## config.mk

```make
export PLATFORM = sky130hd
export DESIGN_NAME = vcf_record_range_filter_splitter_core_flat
export DESIGN_NICKNAME = d
export VERILOG_FILES = /design/src/sv/vrrf_pkg.sv /design/src/sv/vrrf_if.sv /design/src/sv/vcf_record_range_filter_splitter_core.sv /design/src/sv/vrrf_fifo.sv /design/src/sv/vrrf_front.sv /design/src/sv/vrrf_back.sv /design/src/flat_wrapper.sv
export SDC_FILE = /design/constraint.sdc
export NUM_CORES = 2
export LEC_CHECK = 0
export BUFFER_PORTS_ARGS = -buffer_cell sky130_fd_sc_hd__buf_2
export CAP_MARGIN = 15
export CORE_ASPECT_RATIO = 0.75
export CORE_MARGIN = 2
export CORE_UTILIZATION = 53
export CTS_CLUSTER_DIAMETER = 60
export DETAILED_ROUTE_END_ITERATION = 10
export PLACE_DENSITY = 0.77
export SLEW_MARGIN = 20
export SYNTH_ARGS = -nofsm -noshare
export SYNTH_HDL_FRONTEND = slang
export SYNTH_SLANG_ARGS = --single-unit
```

## constraint.sdc

```tcl
create_clock -name clk -period 23.2 [get_ports clk]
set_clock_uncertainty 0.2 [all_clocks]
set_input_delay 0 -clock clk [delete_from_list [all_inputs] [get_ports clk]]
set_output_delay 0 -clock clk [all_outputs]
set_load 0.01 [all_outputs]
```

## src/sv/vrrf_pkg.sv

```systemverilog
// Package for the record range filter and part splitter.
// Holds the event, configuration and result codes shared by the front, the back and the top level.
// No dependencies.
package vrrf_pkg;

  // Characters of interest in the text stream.
  localparam logic [7:0] CH_NEWLINE = 8'd10;
  localparam logic [7:0] CH_TAB     = 8'd9;
  localparam logic [7:0] CH_HASH    = 8'd35;
  localparam logic [7:0] CH_ZERO    = 8'd48;
  localparam logic [7:0] CH_NINE    = 8'd57;

  // Largest position value that can still take another digit without overflow.
  localparam logic [63:0] POS_TENTH = 64'd1844674407370955161;

  // Shift that turns megabytes into bytes.
  localparam int MIB_SHIFT = 20;

  // Configuration register indexes.
  localparam logic [2:0] REG_CHROM_LENGTH = 3'd0;
  localparam logic [2:0] REG_CHROM_NAME   = 3'd1;
  localparam logic [2:0] REG_POS_BEGIN    = 3'd2;
  localparam logic [2:0] REG_POS_END      = 3'd3;
  localparam logic [2:0] REG_LINES_PART   = 3'd4;
  localparam logic [2:0] REG_MB_PART      = 3'd5;

  // Result kinds.
  localparam logic [2:0] KIND_HEADER   = 3'd0;
  localparam logic [2:0] KIND_KEPT     = 3'd1;
  localparam logic [2:0] KIND_SKIPPED  = 3'd2;
  localparam logic [2:0] KIND_CLOSE    = 3'd3;
  localparam logic [2:0] KIND_END_HDR  = 3'd4;

  // Events passed from the front to the back.
  typedef enum logic [1:0] {
    EV_HEADER,
    EV_DATA,
    EV_END_HDR,
    EV_END
  } ev_kind_t;

  typedef struct packed {
    ev_kind_t kind;
    logic     keep;
    logic     at_end;
  } ev_t;

  // Configuration registers.
  typedef struct packed {
    logic [3:0]  chrom_length;
    logic [63:0] chrom_name;
    logic [63:0] pos_begin;
    logic [63:0] pos_end;
    logic [30:0] lines_per_part;
    logic [30:0] megabytes_per_part;
  } cfg_t;

endpackage

```

## src/sv/vrrf_if.sv

```systemverilog
// Channel interfaces for the record range filter and part splitter.
// Input byte channel, result channel and configuration write channel.
// No dependencies.
interface vrrf_in_if;
  logic       valid;
  logic       ready;
  logic [7:0] text_byte;
  logic       stream_end;
  modport source (output valid, text_byte, stream_end, input ready);
  modport sink (input valid, text_byte, stream_end, output ready);
endinterface

interface vrrf_out_if;
  logic        valid;
  logic        ready;
  logic [2:0]  line_kind;
  logic [31:0] line_length;
  logic [31:0] part_number;
  logic        part_last;
  logic [30:0] part_line_total;
  logic [51:0] part_byte_total;
  modport source (output valid, line_kind, line_length, part_number, part_last,
                  part_line_total, part_byte_total, input ready);
  modport sink (input valid, line_kind, line_length, part_number, part_last,
                part_line_total, part_byte_total, output ready);
endinterface

interface vrrf_cfg_if;
  logic        valid;
  logic        ready;
  logic [2:0]  index;
  logic [63:0] data;
  modport source (output valid, index, data, input ready);
  modport sink (input valid, index, data, output ready);
endinterface

```

## src/sv/vcf_record_range_filter_splitter_core.sv

```systemverilog
// Top level of the record range filter and part splitter.
// Holds the configuration registers and joins front, event queue and back.
// Depends on vrrf_pkg, the channel interfaces, vrrf_front, vrrf_fifo, vrrf_back.
//
// Usage: text bytes enter one per transfer on byte_in; stream_end marks the
// end of the stream and carries no byte. Each finished line gives one result
// on result_out: a header line, a kept line or a skipped line, with its
// length and the running totals of the current part. At stream end a
// pending part is closed, or an end inside the header is reported; after
// that every byte is taken and dropped until reset.
// Configuration is written on cfg, one register per transfer, index in the
// order chrom_length, chrom_name, pos_begin, pos_end, lines_per_part,
// megabytes_per_part; cfg is always ready and should be written while idle.
// Throughput is one byte per cycle while the queue has room. A result is
// presented on result_out after the transfer of the byte that ends its line:
// the event is written into the queue at that transfer and moves into the
// output register when the back pops it. A stall on result_out fills the
// four-entry queue, after which byte_in drops ready until the receiver resumes.
// Reset (rst, synchronous) restores the register defaults and empties the
// queue; it needs no clearing pass.
module vcf_record_range_filter_splitter_core #(
  parameter int MAX_NAME_BYTES   = 8,
  parameter int LINE_LENGTH_BITS = 32
) (
  input logic        clk,
  input logic        rst,
  vrrf_in_if.sink    byte_in,
  vrrf_out_if.source result_out,
  vrrf_cfg_if.sink   cfg
);
  localparam int EV_BITS = $bits(vrrf_pkg::ev_t);
  localparam int Q_WIDTH = EV_BITS + LINE_LENGTH_BITS;

  vrrf_pkg::cfg_t              regs;
  logic                        q_full;
  logic                        q_push;
  vrrf_pkg::ev_t               push_ev;
  logic [LINE_LENGTH_BITS-1:0] push_len;
  logic                        q_pop;
  logic                        q_not_empty;
  logic [Q_WIDTH-1:0]          q_data;
  vrrf_pkg::ev_t               q_ev;
  logic [LINE_LENGTH_BITS-1:0] q_len;

  assign cfg.ready = 1'b1;

  // Configuration registers.
  always_ff @(posedge clk) begin
    if (rst) begin
      regs.chrom_length       <= '0;
      regs.chrom_name         <= '0;
      regs.pos_begin          <= 64'd1;
      regs.pos_end            <= '1;
      regs.lines_per_part     <= 31'd1000000;
      regs.megabytes_per_part <= '0;
    end else if (cfg.valid) begin
      case (cfg.index)
        vrrf_pkg::REG_CHROM_LENGTH: regs.chrom_length       <= cfg.data[3:0];
        vrrf_pkg::REG_CHROM_NAME:   regs.chrom_name         <= cfg.data;
        vrrf_pkg::REG_POS_BEGIN:    regs.pos_begin          <= cfg.data;
        vrrf_pkg::REG_POS_END:      regs.pos_end            <= cfg.data;
        vrrf_pkg::REG_LINES_PART:   regs.lines_per_part     <= cfg.data[30:0];
        vrrf_pkg::REG_MB_PART:      regs.megabytes_per_part <= cfg.data[30:0];
        default: begin
        end
      endcase
    end
  end

  vrrf_front #(
    .MAX_NAME_BYTES   (MAX_NAME_BYTES),
    .LINE_LENGTH_BITS (LINE_LENGTH_BITS)
  ) u_front (
    .clk        (clk),
    .rst        (rst),
    .cfg        (regs),
    .in_valid   (byte_in.valid),
    .in_ready   (byte_in.ready),
    .text_byte  (byte_in.text_byte),
    .stream_end (byte_in.stream_end),
    .q_full     (q_full),
    .push       (q_push),
    .push_ev    (push_ev),
    .push_len   (push_len)
  );

  vrrf_fifo #(
    .WIDTH (Q_WIDTH),
    .DEPTH (4)
  ) u_fifo (
    .clk       (clk),
    .rst       (rst),
    .push      (q_push),
    .push_data ({push_len, push_ev}),
    .full      (q_full),
    .pop       (q_pop),
    .not_empty (q_not_empty),
    .pop_data  (q_data)
  );

  assign q_ev  = vrrf_pkg::ev_t'(q_data[EV_BITS-1:0]);
  assign q_len = q_data[Q_WIDTH-1:EV_BITS];

  vrrf_back #(
    .LINE_LENGTH_BITS (LINE_LENGTH_BITS)
  ) u_back (
    .clk         (clk),
    .rst         (rst),
    .cfg         (regs),
    .q_not_empty (q_not_empty),
    .q_ev        (q_ev),
    .q_len       (q_len),
    .pop         (q_pop),
    .result_out  (result_out)
  );
endmodule

```

## src/sv/vrrf_fifo.sv

```systemverilog
// Short event queue between the front and the back.
// Depends on nothing but its parameters.
module vrrf_fifo #(
  parameter int WIDTH = 8,
  parameter int DEPTH = 4
) (
  input  logic             clk,
  input  logic             rst,
  input  logic             push,
  input  logic [WIDTH-1:0] push_data,
  output logic             full,
  input  logic             pop,
  output logic             not_empty,
  output logic [WIDTH-1:0] pop_data
);
  localparam int AW = (DEPTH > 1) ? $clog2(DEPTH) : 1;

  logic [WIDTH-1:0] mem [DEPTH];
  logic [AW-1:0]    wr_ptr;
  logic [AW-1:0]    rd_ptr;
  logic [AW:0]      count;

  assign full      = (count == (AW+1)'(DEPTH));
  assign not_empty = (count != '0);
  assign pop_data  = mem[rd_ptr];

  // Storage is written at the tail.
  always_ff @(posedge clk) begin
    if (push) begin
      mem[wr_ptr] <= push_data;
    end
  end

  // Pointers wrap at the depth.
  always_ff @(posedge clk) begin
    if (rst) begin
      wr_ptr <= '0;
      rd_ptr <= '0;
      count  <= '0;
    end else begin
      if (push) begin
        wr_ptr <= (wr_ptr == AW'(DEPTH - 1)) ? '0 : wr_ptr + 1'b1;
      end
      if (pop) begin
        rd_ptr <= (rd_ptr == AW'(DEPTH - 1)) ? '0 : rd_ptr + 1'b1;
      end
      if (push && !pop) begin
        count <= count + 1'b1;
      end else if (pop && !push) begin
        count <= count - 1'b1;
      end
    end
  end
endmodule

```

## src/sv/vrrf_front.sv

```systemverilog
// Front of the splitter: parses bytes, tracks the header and the filter fields.
// Emits one event per finished line or stream end. Depends on vrrf_pkg.
module vrrf_front #(
  parameter int MAX_NAME_BYTES   = 8,
  parameter int LINE_LENGTH_BITS = 32
) (
  input  logic                        clk,
  input  logic                        rst,
  input  vrrf_pkg::cfg_t              cfg,
  input  logic                        in_valid,
  output logic                        in_ready,
  input  logic [7:0]                  text_byte,
  input  logic                        stream_end,
  input  logic                        q_full,
  output logic                        push,
  output vrrf_pkg::ev_t               push_ev,
  output logic [LINE_LENGTH_BITS-1:0] push_len
);
  localparam logic [LINE_LENGTH_BITS-1:0] LMAX = '1;

  logic                        in_header;
  logic                        halted;
  logic [LINE_LENGTH_BITS-1:0] line_bytes;
  logic [1:0]                  field_index;
  logic                        name_matches;
  logic [63:0]                 position_value;
  logic                        position_done;
  logic                        position_overflow;
  logic                        position_nonempty;

  logic                        accept;
  logic                        keep;
  logic                        hdr_next;
  logic [7:0]                  name_byte;
  logic [3:0]                  digit;
  logic [63:0]                 pos_times_ten;

  assign in_ready = !q_full;
  assign accept   = in_valid && in_ready;
  assign push_len = line_bytes;

  // Filter decision for the line that is pending.
  always_comb begin
    if (cfg.chrom_length == '0) begin
      keep = 1'b1;
    end else if (32'(cfg.chrom_length) > 32'(MAX_NAME_BYTES)) begin
      keep = 1'b0;
    end else begin
      keep = name_matches && (field_index == 2'd2) && position_nonempty &&
             !position_overflow && (position_value >= cfg.pos_begin) &&
             (position_value <= cfg.pos_end);
    end
  end

  // Event formed for the current byte.
  always_comb begin
    push            = 1'b0;
    push_ev.kind    = vrrf_pkg::EV_DATA;
    push_ev.keep    = keep;
    push_ev.at_end  = 1'b0;
    if (accept && !halted) begin
      if (stream_end) begin
        push           = 1'b1;
        push_ev.at_end = 1'b1;
        if (in_header) begin
          push_ev.kind = vrrf_pkg::EV_END_HDR;
        end else if (line_bytes != '0) begin
          push_ev.kind = vrrf_pkg::EV_DATA;
        end else begin
          push_ev.kind = vrrf_pkg::EV_END;
        end
      end else if (text_byte == vrrf_pkg::CH_NEWLINE) begin
        push = 1'b1;
        if (in_header && line_bytes != '0) begin
          push_ev.kind = vrrf_pkg::EV_HEADER;
        end
      end
    end
  end

  // Name byte and decimal step for the data byte path.
  assign name_byte     = cfg.chrom_name[8*line_bytes[2:0] +: 8];
  assign digit         = 4'(text_byte - vrrf_pkg::CH_ZERO);
  assign pos_times_ten = (position_value << 3) + (position_value << 1) + 64'(digit);
  assign hdr_next      = in_header && !(line_bytes == '0 &&
                                        text_byte != vrrf_pkg::CH_HASH);

  // Line state.
  always_ff @(posedge clk) begin
    if (rst) begin
      in_header         <= 1'b1;
      halted            <= 1'b0;
      line_bytes        <= '0;
      field_index       <= '0;
      name_matches      <= 1'b1;
      position_value    <= '0;
      position_done     <= 1'b0;
      position_overflow <= 1'b0;
      position_nonempty <= 1'b0;
    end else if (accept && !halted) begin
      if (stream_end || text_byte == vrrf_pkg::CH_NEWLINE) begin
        if (stream_end) begin
          halted <= 1'b1;
        end else if (in_header && line_bytes == '0) begin
          in_header <= 1'b0;
        end
        line_bytes        <= '0;
        field_index       <= '0;
        name_matches      <= 1'b1;
        position_value    <= '0;
        position_done     <= 1'b0;
        position_overflow <= 1'b0;
        position_nonempty <= 1'b0;
      end else begin
        in_header <= hdr_next;
        if (!hdr_next) begin
          case (field_index)
            2'd0: begin
              if (text_byte == vrrf_pkg::CH_TAB) begin
                if (line_bytes != LINE_LENGTH_BITS'(cfg.chrom_length)) begin
                  name_matches <= 1'b0;
                end
                field_index <= 2'd1;
              end else if (line_bytes >= LINE_LENGTH_BITS'(cfg.chrom_length) ||
                           line_bytes >= LINE_LENGTH_BITS'(MAX_NAME_BYTES) ||
                           name_byte != text_byte) begin
                name_matches <= 1'b0;
              end
            end
            2'd1: begin
              if (text_byte == vrrf_pkg::CH_TAB) begin
                field_index <= 2'd2;
              end else begin
                position_nonempty <= 1'b1;
                if (!position_done) begin
                  if (text_byte >= vrrf_pkg::CH_ZERO && text_byte <= vrrf_pkg::CH_NINE) begin
                    if (position_value > vrrf_pkg::POS_TENTH ||
                        (position_value == vrrf_pkg::POS_TENTH && digit > 4'd5)) begin
                      position_overflow <= 1'b1;
                    end
                    position_value <= pos_times_ten;
                  end else begin
                    position_done <= 1'b1;
                  end
                end
              end
            end
            default: begin
            end
          endcase
        end
        if (line_bytes != LMAX) begin
          line_bytes <= line_bytes + 1'b1;
        end
      end
    end
  end
endmodule

```

## src/sv/vrrf_back.sv

```systemverilog
// Back of the splitter: part accounting and the registered result stage.
// Takes events from the queue. Depends on vrrf_pkg.
module vrrf_back #(
  parameter int LINE_LENGTH_BITS = 32
) (
  input  logic                        clk,
  input  logic                        rst,
  input  vrrf_pkg::cfg_t              cfg,
  input  logic                        q_not_empty,
  input  vrrf_pkg::ev_t               q_ev,
  input  logic [LINE_LENGTH_BITS-1:0] q_len,
  output logic                        pop,
  vrrf_out_if.source                  result_out
);
  localparam logic [30:0] MAX31 = '1;
  localparam logic [31:0] MAX32 = '1;
  localparam logic [52:0] MAX52 = 53'(52'hF_FFFF_FFFF_FFFF);

  logic [30:0] part_lines;
  logic [51:0] part_bytes;
  logic [31:0] part_counter;

  logic [30:0] lines_inc;
  logic [52:0] byte_sum;
  logic [51:0] bytes_inc;
  logic [30:0] limit;
  logic        full;
  logic        emit;
  logic        close;
  logic [2:0]  kind;
  logic [31:0] len32;
  logic [31:0] num;
  logic        last;
  logic [30:0] lt;
  logic [51:0] bt;

  assign pop = q_not_empty && (!result_out.valid || result_out.ready);

  // Candidate part totals for a kept line.
  assign lines_inc = (part_lines != MAX31) ? part_lines + 1'b1 : part_lines;
  assign byte_sum  = 53'(part_bytes) + 53'(q_len) + 53'd1;
  assign bytes_inc = (byte_sum > MAX52) ? 52'(MAX52) : byte_sum[51:0];
  assign limit     = (cfg.lines_per_part == '0) ? 31'd1 : cfg.lines_per_part;
  assign full      = (cfg.megabytes_per_part != '0) ?
                     (bytes_inc >= (52'(cfg.megabytes_per_part) << vrrf_pkg::MIB_SHIFT)) :
                     (lines_inc >= limit);
  assign len32     = (64'(q_len) > 64'(MAX32)) ? MAX32 : 32'(q_len);

  // Result for the event at the head of the queue.
  always_comb begin
    emit  = 1'b1;
    close = 1'b0;
    kind  = vrrf_pkg::KIND_HEADER;
    num   = '0;
    last  = 1'b0;
    lt    = '0;
    bt    = '0;
    case (q_ev.kind)
      vrrf_pkg::EV_HEADER: begin
        kind = vrrf_pkg::KIND_HEADER;
      end
      vrrf_pkg::EV_END_HDR: begin
        kind = vrrf_pkg::KIND_END_HDR;
      end
      vrrf_pkg::EV_END: begin
        kind  = vrrf_pkg::KIND_CLOSE;
        emit  = (part_lines != '0);
        close = emit;
        num   = part_counter;
        last  = 1'b1;
        lt    = part_lines;
        bt    = part_bytes;
      end
      vrrf_pkg::EV_DATA: begin
        num = part_counter;
        if (q_ev.keep) begin
          kind  = vrrf_pkg::KIND_KEPT;
          last  = full || q_ev.at_end;
          lt    = lines_inc;
          bt    = bytes_inc;
        end else begin
          kind  = vrrf_pkg::KIND_SKIPPED;
          last  = q_ev.at_end && (part_lines != '0);
          lt    = part_lines;
          bt    = part_bytes;
        end
        close = last;
      end
      default: begin
        emit = 1'b0;
      end
    endcase
  end

  // Part counters.
  always_ff @(posedge clk) begin
    if (rst) begin
      part_lines   <= '0;
      part_bytes   <= '0;
      part_counter <= '0;
    end else if (pop) begin
      if (close) begin
        part_lines <= '0;
        part_bytes <= '0;
        if (part_counter != MAX32) begin
          part_counter <= part_counter + 1'b1;
        end
      end else if (q_ev.kind == vrrf_pkg::EV_DATA && q_ev.keep) begin
        part_lines <= lines_inc;
        part_bytes <= bytes_inc;
      end
    end
  end

  // Result register, refilled while the previous result is being taken.
  always_ff @(posedge clk) begin
    if (rst) begin
      result_out.valid <= 1'b0;
    end else if (pop) begin
      result_out.valid <= emit;
    end else if (result_out.ready) begin
      result_out.valid <= 1'b0;
    end
  end

  always_ff @(posedge clk) begin
    if (pop) begin
      result_out.line_kind       <= kind;
      result_out.line_length     <= (q_ev.kind == vrrf_pkg::EV_HEADER ||
                                     q_ev.kind == vrrf_pkg::EV_DATA) ? len32 : '0;
      result_out.part_number     <= num;
      result_out.part_last       <= last;
      result_out.part_line_total <= lt;
      result_out.part_byte_total <= bt;
    end
  end
endmodule
```

## src/flat_wrapper.sv

```systemverilog
// flat-port wrapper written by rule: the top's interface ports become plain ports
module vcf_record_range_filter_splitter_core_flat 
#(
  parameter int MAX_NAME_BYTES   = 8,
  parameter int LINE_LENGTH_BITS = 32
)
  (clk, rst, byte_in_valid, byte_in_text_byte, byte_in_stream_end, byte_in_ready, result_out_valid, result_out_line_kind, result_out_line_length, result_out_part_number, result_out_part_last, result_out_part_line_total, result_out_part_byte_total, result_out_ready, cfg_valid, cfg_index, cfg_data, cfg_ready);
  vrrf_in_if byte_in_i ();
  vrrf_out_if result_out_i ();
  vrrf_cfg_if cfg_i ();
  input logic clk;
  input logic rst;
  input wire logic [$bits(byte_in_i.valid)-1:0] byte_in_valid;
  input wire logic [$bits(byte_in_i.text_byte)-1:0] byte_in_text_byte;
  input wire logic [$bits(byte_in_i.stream_end)-1:0] byte_in_stream_end;
  output wire logic [$bits(byte_in_i.ready)-1:0] byte_in_ready;
  output wire logic [$bits(result_out_i.valid)-1:0] result_out_valid;
  output wire logic [$bits(result_out_i.line_kind)-1:0] result_out_line_kind;
  output wire logic [$bits(result_out_i.line_length)-1:0] result_out_line_length;
  output wire logic [$bits(result_out_i.part_number)-1:0] result_out_part_number;
  output wire logic [$bits(result_out_i.part_last)-1:0] result_out_part_last;
  output wire logic [$bits(result_out_i.part_line_total)-1:0] result_out_part_line_total;
  output wire logic [$bits(result_out_i.part_byte_total)-1:0] result_out_part_byte_total;
  input wire logic [$bits(result_out_i.ready)-1:0] result_out_ready;
  input wire logic [$bits(cfg_i.valid)-1:0] cfg_valid;
  input wire logic [$bits(cfg_i.index)-1:0] cfg_index;
  input wire logic [$bits(cfg_i.data)-1:0] cfg_data;
  output wire logic [$bits(cfg_i.ready)-1:0] cfg_ready;
  assign byte_in_i.valid = byte_in_valid;
  assign byte_in_i.text_byte = byte_in_text_byte;
  assign byte_in_i.stream_end = byte_in_stream_end;
  assign byte_in_ready = byte_in_i.ready;
  assign result_out_valid = result_out_i.valid;
  assign result_out_line_kind = result_out_i.line_kind;
  assign result_out_line_length = result_out_i.line_length;
  assign result_out_part_number = result_out_i.part_number;
  assign result_out_part_last = result_out_i.part_last;
  assign result_out_part_line_total = result_out_i.part_line_total;
  assign result_out_part_byte_total = result_out_i.part_byte_total;
  assign result_out_i.ready = result_out_ready;
  assign cfg_i.valid = cfg_valid;
  assign cfg_i.index = cfg_index;
  assign cfg_i.data = cfg_data;
  assign cfg_ready = cfg_i.ready;
  vcf_record_range_filter_splitter_core #(.MAX_NAME_BYTES(MAX_NAME_BYTES), .LINE_LENGTH_BITS(LINE_LENGTH_BITS)) u_core (.clk(clk), .rst(rst), .byte_in(byte_in_i), .result_out(result_out_i), .cfg(cfg_i));
endmodule
```

==> results.txt <==
The clock share of power is 0.328. The endpoint arrival time on the critical path came out at 9.30 ns. The die boundary width is between 300 and 400 um. The count of input and output buffers came out at 233. The power density over the cells is approximately 90 nW/um2. In this run the clock root is driven by a clkbuf_16. The average cell area after synthesis came out at 9.33 um2. Measured along the y axis, the die boundary spans 250 um. The overall fraction of global-route tracks in use came out at 0.294. The floorplan die area came out at roughly 83000 um2. The clock buffer count from CTS came out at 81. The violation count after the first detailed-routing iteration came out at 3747. Setup slack on the worst reg-to-reg path comes out at ~14 ns.

The endpoint identified for the worst register-to-register timing path is u_core.u_back.part_lines[5]. The setup path with the least slack is of type register to register. Cell internal power was estimated by the tool at slightly below 3 mW.

In the synthesized netlist the dominant register cell turns out to be dfxtp_1. After synthesis the cells add up to 42800 um2. The worst path needs 8.99 ns of the cycle, external delays included. The number of fill cells came out at 6579.

STA puts the critical path data required time at about 24 ns. The share of async-settable or async-resettable flops after synthesis came out at 0. The logic gate share of total power came out at 0.272. The max-slew headroom at the worst pin came out at 0.287. At the end of routability-driven placement, the weighted congestion stood at 0.945. The share of total power dissipated in sequential elements is 0.399. The standard cell core area came out at ~80000 um2. Yosys mapped a number of flops with a built-in enable equal to 295. The worst reg2reg path depth is 25.

The largest net degree at the start of global routing is 153. Summing all multi-input logic gate instances after layout gives 22300 um2. The post-route clock period utilization came out at 0.387. Buffers added to address setup during post-CTS repair amount to 0. The maximum fanout encountered on the critical timing path came out at slightly above 80. Setup repair after global routing left no endpoint under its margin. Static timing analysis puts the maximum clock frequency at 111 MHz.

The slew at the pin with the worst max-slew slack is 1.07 ns. In the synthesized netlist, the number of instances is 4585. The first-pass GRT wire length is 194 mm. Of the synthesized area, sequential elements account for 0.435. The final number of hold-violating endpoints is 0. The count of antenna-violating nets left after detailed routing came out at 0. The total setup violations reported at the end of the flow came out at 0. In the routed design, unresolved DRC markers number 0. The clock slew at the register clock pins of the worst setup and hold paths is 0.07 ns.

The sum of net half-perimeters after detailed placement came out at 87.2 mm. The number of max-slew violations in the final report was 0. The synthesis-to-finish area growth is 14.3%. The placed instances occupy a cell area of 44700 um2. Of the total power, the share spent switching nets is 0.337. The count of different cell masters after synthesis is 94. The total number of nets in the final design came out at 5272. In this run the static leakage power is 21.0 nW. Summed over all nets, the switching power comes to 1.47 mW. The post-synthesis register bit count came out at 782.

The number of ports placed on the die boundary is approximately 240. TritonCTS built the clock tree. The mean number of vias per cell came out at just over 6. The path with the worst hold slack has its endpoint at u_core.regs[121]. The number of sinks driven by the clock tree came out at 782. The share of layout cells above drive strength 1 came out at 0.108. The number of placement rows came out at 90. The detailed-routing iteration count for the pre-antenna-repair pass came out at 6. dfxtp_1 takes more of the synthesized area than any other cell.

The initial core utilization came out at 0.533. The run finished with clean final reports. In this run the number of H-tree levels came out at 3. The maximum resistive drop on vdd came out at 143 uV. The number of antenna violations at the first check in global routing came to 10. The worst setup path is launched from a register. The worst hold path begins at cfg_data[59]. Once the clock tree was built, the resizer swapped 0 gates to a different size. The path class of the tightest hold or removal check is input pin to register. The number of max-cap violations is 0.

The final total negative setup slack is 0 ns. The number of stages on the worst hold path came out at 4. STA classifies the critical path endpoint as a register.

The later pin in the worst-skew pair is clocked with a latency of around 0.66 ns. The total area of sequential cells is 18600 um2. The net count after synthesis is 5029.

The fraction of post-synthesis cell area in the top cell type by area is 0.228. The total congestion overflow came out at 0. The total number of vias came out at 36.1k. The maximum root-to-sink buffer count came out at 3. During synthesis, Yosys emitted a total of 0 warnings. Summing all non-filler instances in the final layout gives an area of approximately 49000 um2. The via count of the first global-routing pass is 33.8k. After detailed routing, the total wire length is 125 mm. In the post-synthesis netlist, the biggest area contributors are dfxtp_1 23%, edfxtp_1 21%, ha_1 11%, nand2_1 6.3%, a21oi_1 4.6%. The final routed wire length divided by cell count is 21.0 um.
[worst max path at each step]
stage | start | endpoint | slack, ns | cells past startpoint
floorplan | u_core.u_back.result_out.valid | u_core.u_back.part_bytes[33] | 13.76 | 10
global placement | register | u_core.u_back.part_lines[5] | 14.70 | 26
detailed placement | register | u_core.u_back.part_lines[5] | 14.59 | 25
CTS | register | u_core.u_back.part_lines[5] | 14.43 | 25
global route | register | u_core.u_back.part_lines[5] | 13.69 | 26
finish | register | u_core.u_back.part_lines[5] | 14.21 | 25
[routing by layer]
layer	vias up	GRT usage	wire length, um
met3	233	0.0631	12600
met4	4	0.0883	3670
met1	17367	0.434	55900
li1	16931	-	-
met5	-	0	21
met2	1612	0.431	52800
[flip-flops by register name (all words and copies together), names as in the netlist, 2 cells and up, named ones only]
signal and flops:
u_core.u_back.part_bytes 52, u_core.u_fifo.mem 144, u_core.u_back.part_counter 32, u_core.regs 258, u_core.u_fifo.rd_ptr 2, u_core.u_front.push_len 32
u_core.u_back.result_out.line_kind 3, u_core.u_back.result_out.part_line_total 31, u_core.u_back.result_out.part_byte_total 52, u_core.u_fifo.count 3, u_core.u_back.result_out.line_length 32, u_core.u_front.position_value 64
u_core.u_fifo.wr_ptr 2, u_core.u_front.field_index 2, u_core.u_back.part_lines 31, u_core.u_back.result_out.part_number 32
[cell usage in the layout (no fill, tap or decap), types with 20 or more instances in the layout]
cell / instances
buf_4: 33
nand3_1: 92
nand2b_1: 36
xor2_1: 81
clkbuf_16: 87
o21a_1: 28
inv_1: 257
or3_1: 30
nor2_1: 302
edfxtp_1: 295
a21oi_1: 394
mux2i_1: 20
ha_1: 359
o211ai_1: 23
o31ai_1: 23
nor3_1: 63
nand4_1: 80
buf_2: 232
dlygate4sd3_1: 126
nand2_1: 720
nor4_1: 46
a21o_1: 100
mux4_2: 51
nor2b_1: 62
nand3b_1: 71
and3_1: 55
a22o_1: 99
xnor2_1: 80
dfxtp_1: 485
o21ai_0: 122
a211oi_1: 43
and2_1: 49
[through the flow]
step / total power [mW] / setup WS [ns] / hold slack [ns] / cells / util
2_1_floorplan: 2.49 / 13.76 / -0.0822 / 4585 / -
3_3_place_gp: 2.89 / 14.70 / 0.0457 / 5677 / 0.557
3_5_place_dp: 2.91 / 14.59 / 0.0479 / 5677 / 0.557
4_1_cts: 4.35 / 14.43 / 0.00255 / 5954 / 0.609
5_1_grt: 4.52 / 13.69 / 0.0373 / 5960 / 0.610
6_report: 4.36 / 14.21 / 0.0243 / 5961 / 0.610
[synth_stat cells (63+ instances only)]
master	number
a21oi_1	395
o21ai_0	122
nand3b_1	71
inv_1	256
nand2_1	720
edfxtp_1	295
nand3_1	93
nor2_1	307
dfxtp_1	487
xor2_1	81
ha_1	359
nor3_1	65
clkbuf_1	190
nand4_1	80
a21o_1	100
a22o_1	99
xnor2_1	80
nor2b_1	63
[worst max-delay path: stages, from the launching register on]
cell and delay [ns]:
dfxtp_2 0.32, buf_4 0.59, mux4_2 0.64, ha_1 0.47
nand4_1 0.23, o32ai_1 0.74, o211ai_2 0.13, and3_1 0.22
o21a_4 0.27, nor2_1 0.48, nand4_1 0.19, xor2_1 0.22
nand2_1 0.11, ha_1 0.30, nand3_1 0.09, nor3_1 0.52
nand4_1 0.23, nor4_1 0.31, nand4_1 0.13, or4_1 0.45
nor4b_2 0.26, a31o_2 0.42, or2_1 0.21, a311oi_4 0.09
buf_4 0.42, a221o_1 0.42
[final cells by class]
cell class | count | area share
Inverter | 256 | 0.0197
Multi-Input combinational cell | 3314 | 0.457
Tap cell | 1058 | 0.0271
Timing Repair Buffer | 393 | 0.0553
Clock inverter | 42 | 0.0113
Sequential cell | 782 | 0.381
Antenna cell | 7 | 0.000358
Clock buffer | 109 | 0.0489
[cell families after synthesis]
kind of cell	Yosys count	share of synthesized area
AO/OA/AOI/OAI	1010	0.156
XOR/XNOR	161	0.0330
adder cells (fa/ha/maj)	364	0.107
buffers and inverters	489	0.0450
flip-flops	782	0.435
multiplexers	78	0.0334
other	1	0.0000877
AND/OR/NAND/NOR	1700	0.190
[power by group through the flow]
stage / registers, mW / clock network, mW / logic, mW
final: 1.74 / 1.43 / 1.19
after global routing: 1.76 / 1.50 / 1.27
after CTS: 1.74 / 1.44 / 1.17
after detailed placement: 1.76 / 0 / 1.14
after global placement: 1.76 / 0 / 1.13
after floorplan: 1.86 / 0 / 0.633
[timing repair]
item,in CTS,in global routing
hold buffers,126,0
endpoints found under the setup margin,0,0
hold endpoints to repair,294,0
Note: power is estimated with default switching activity, not from simulation.
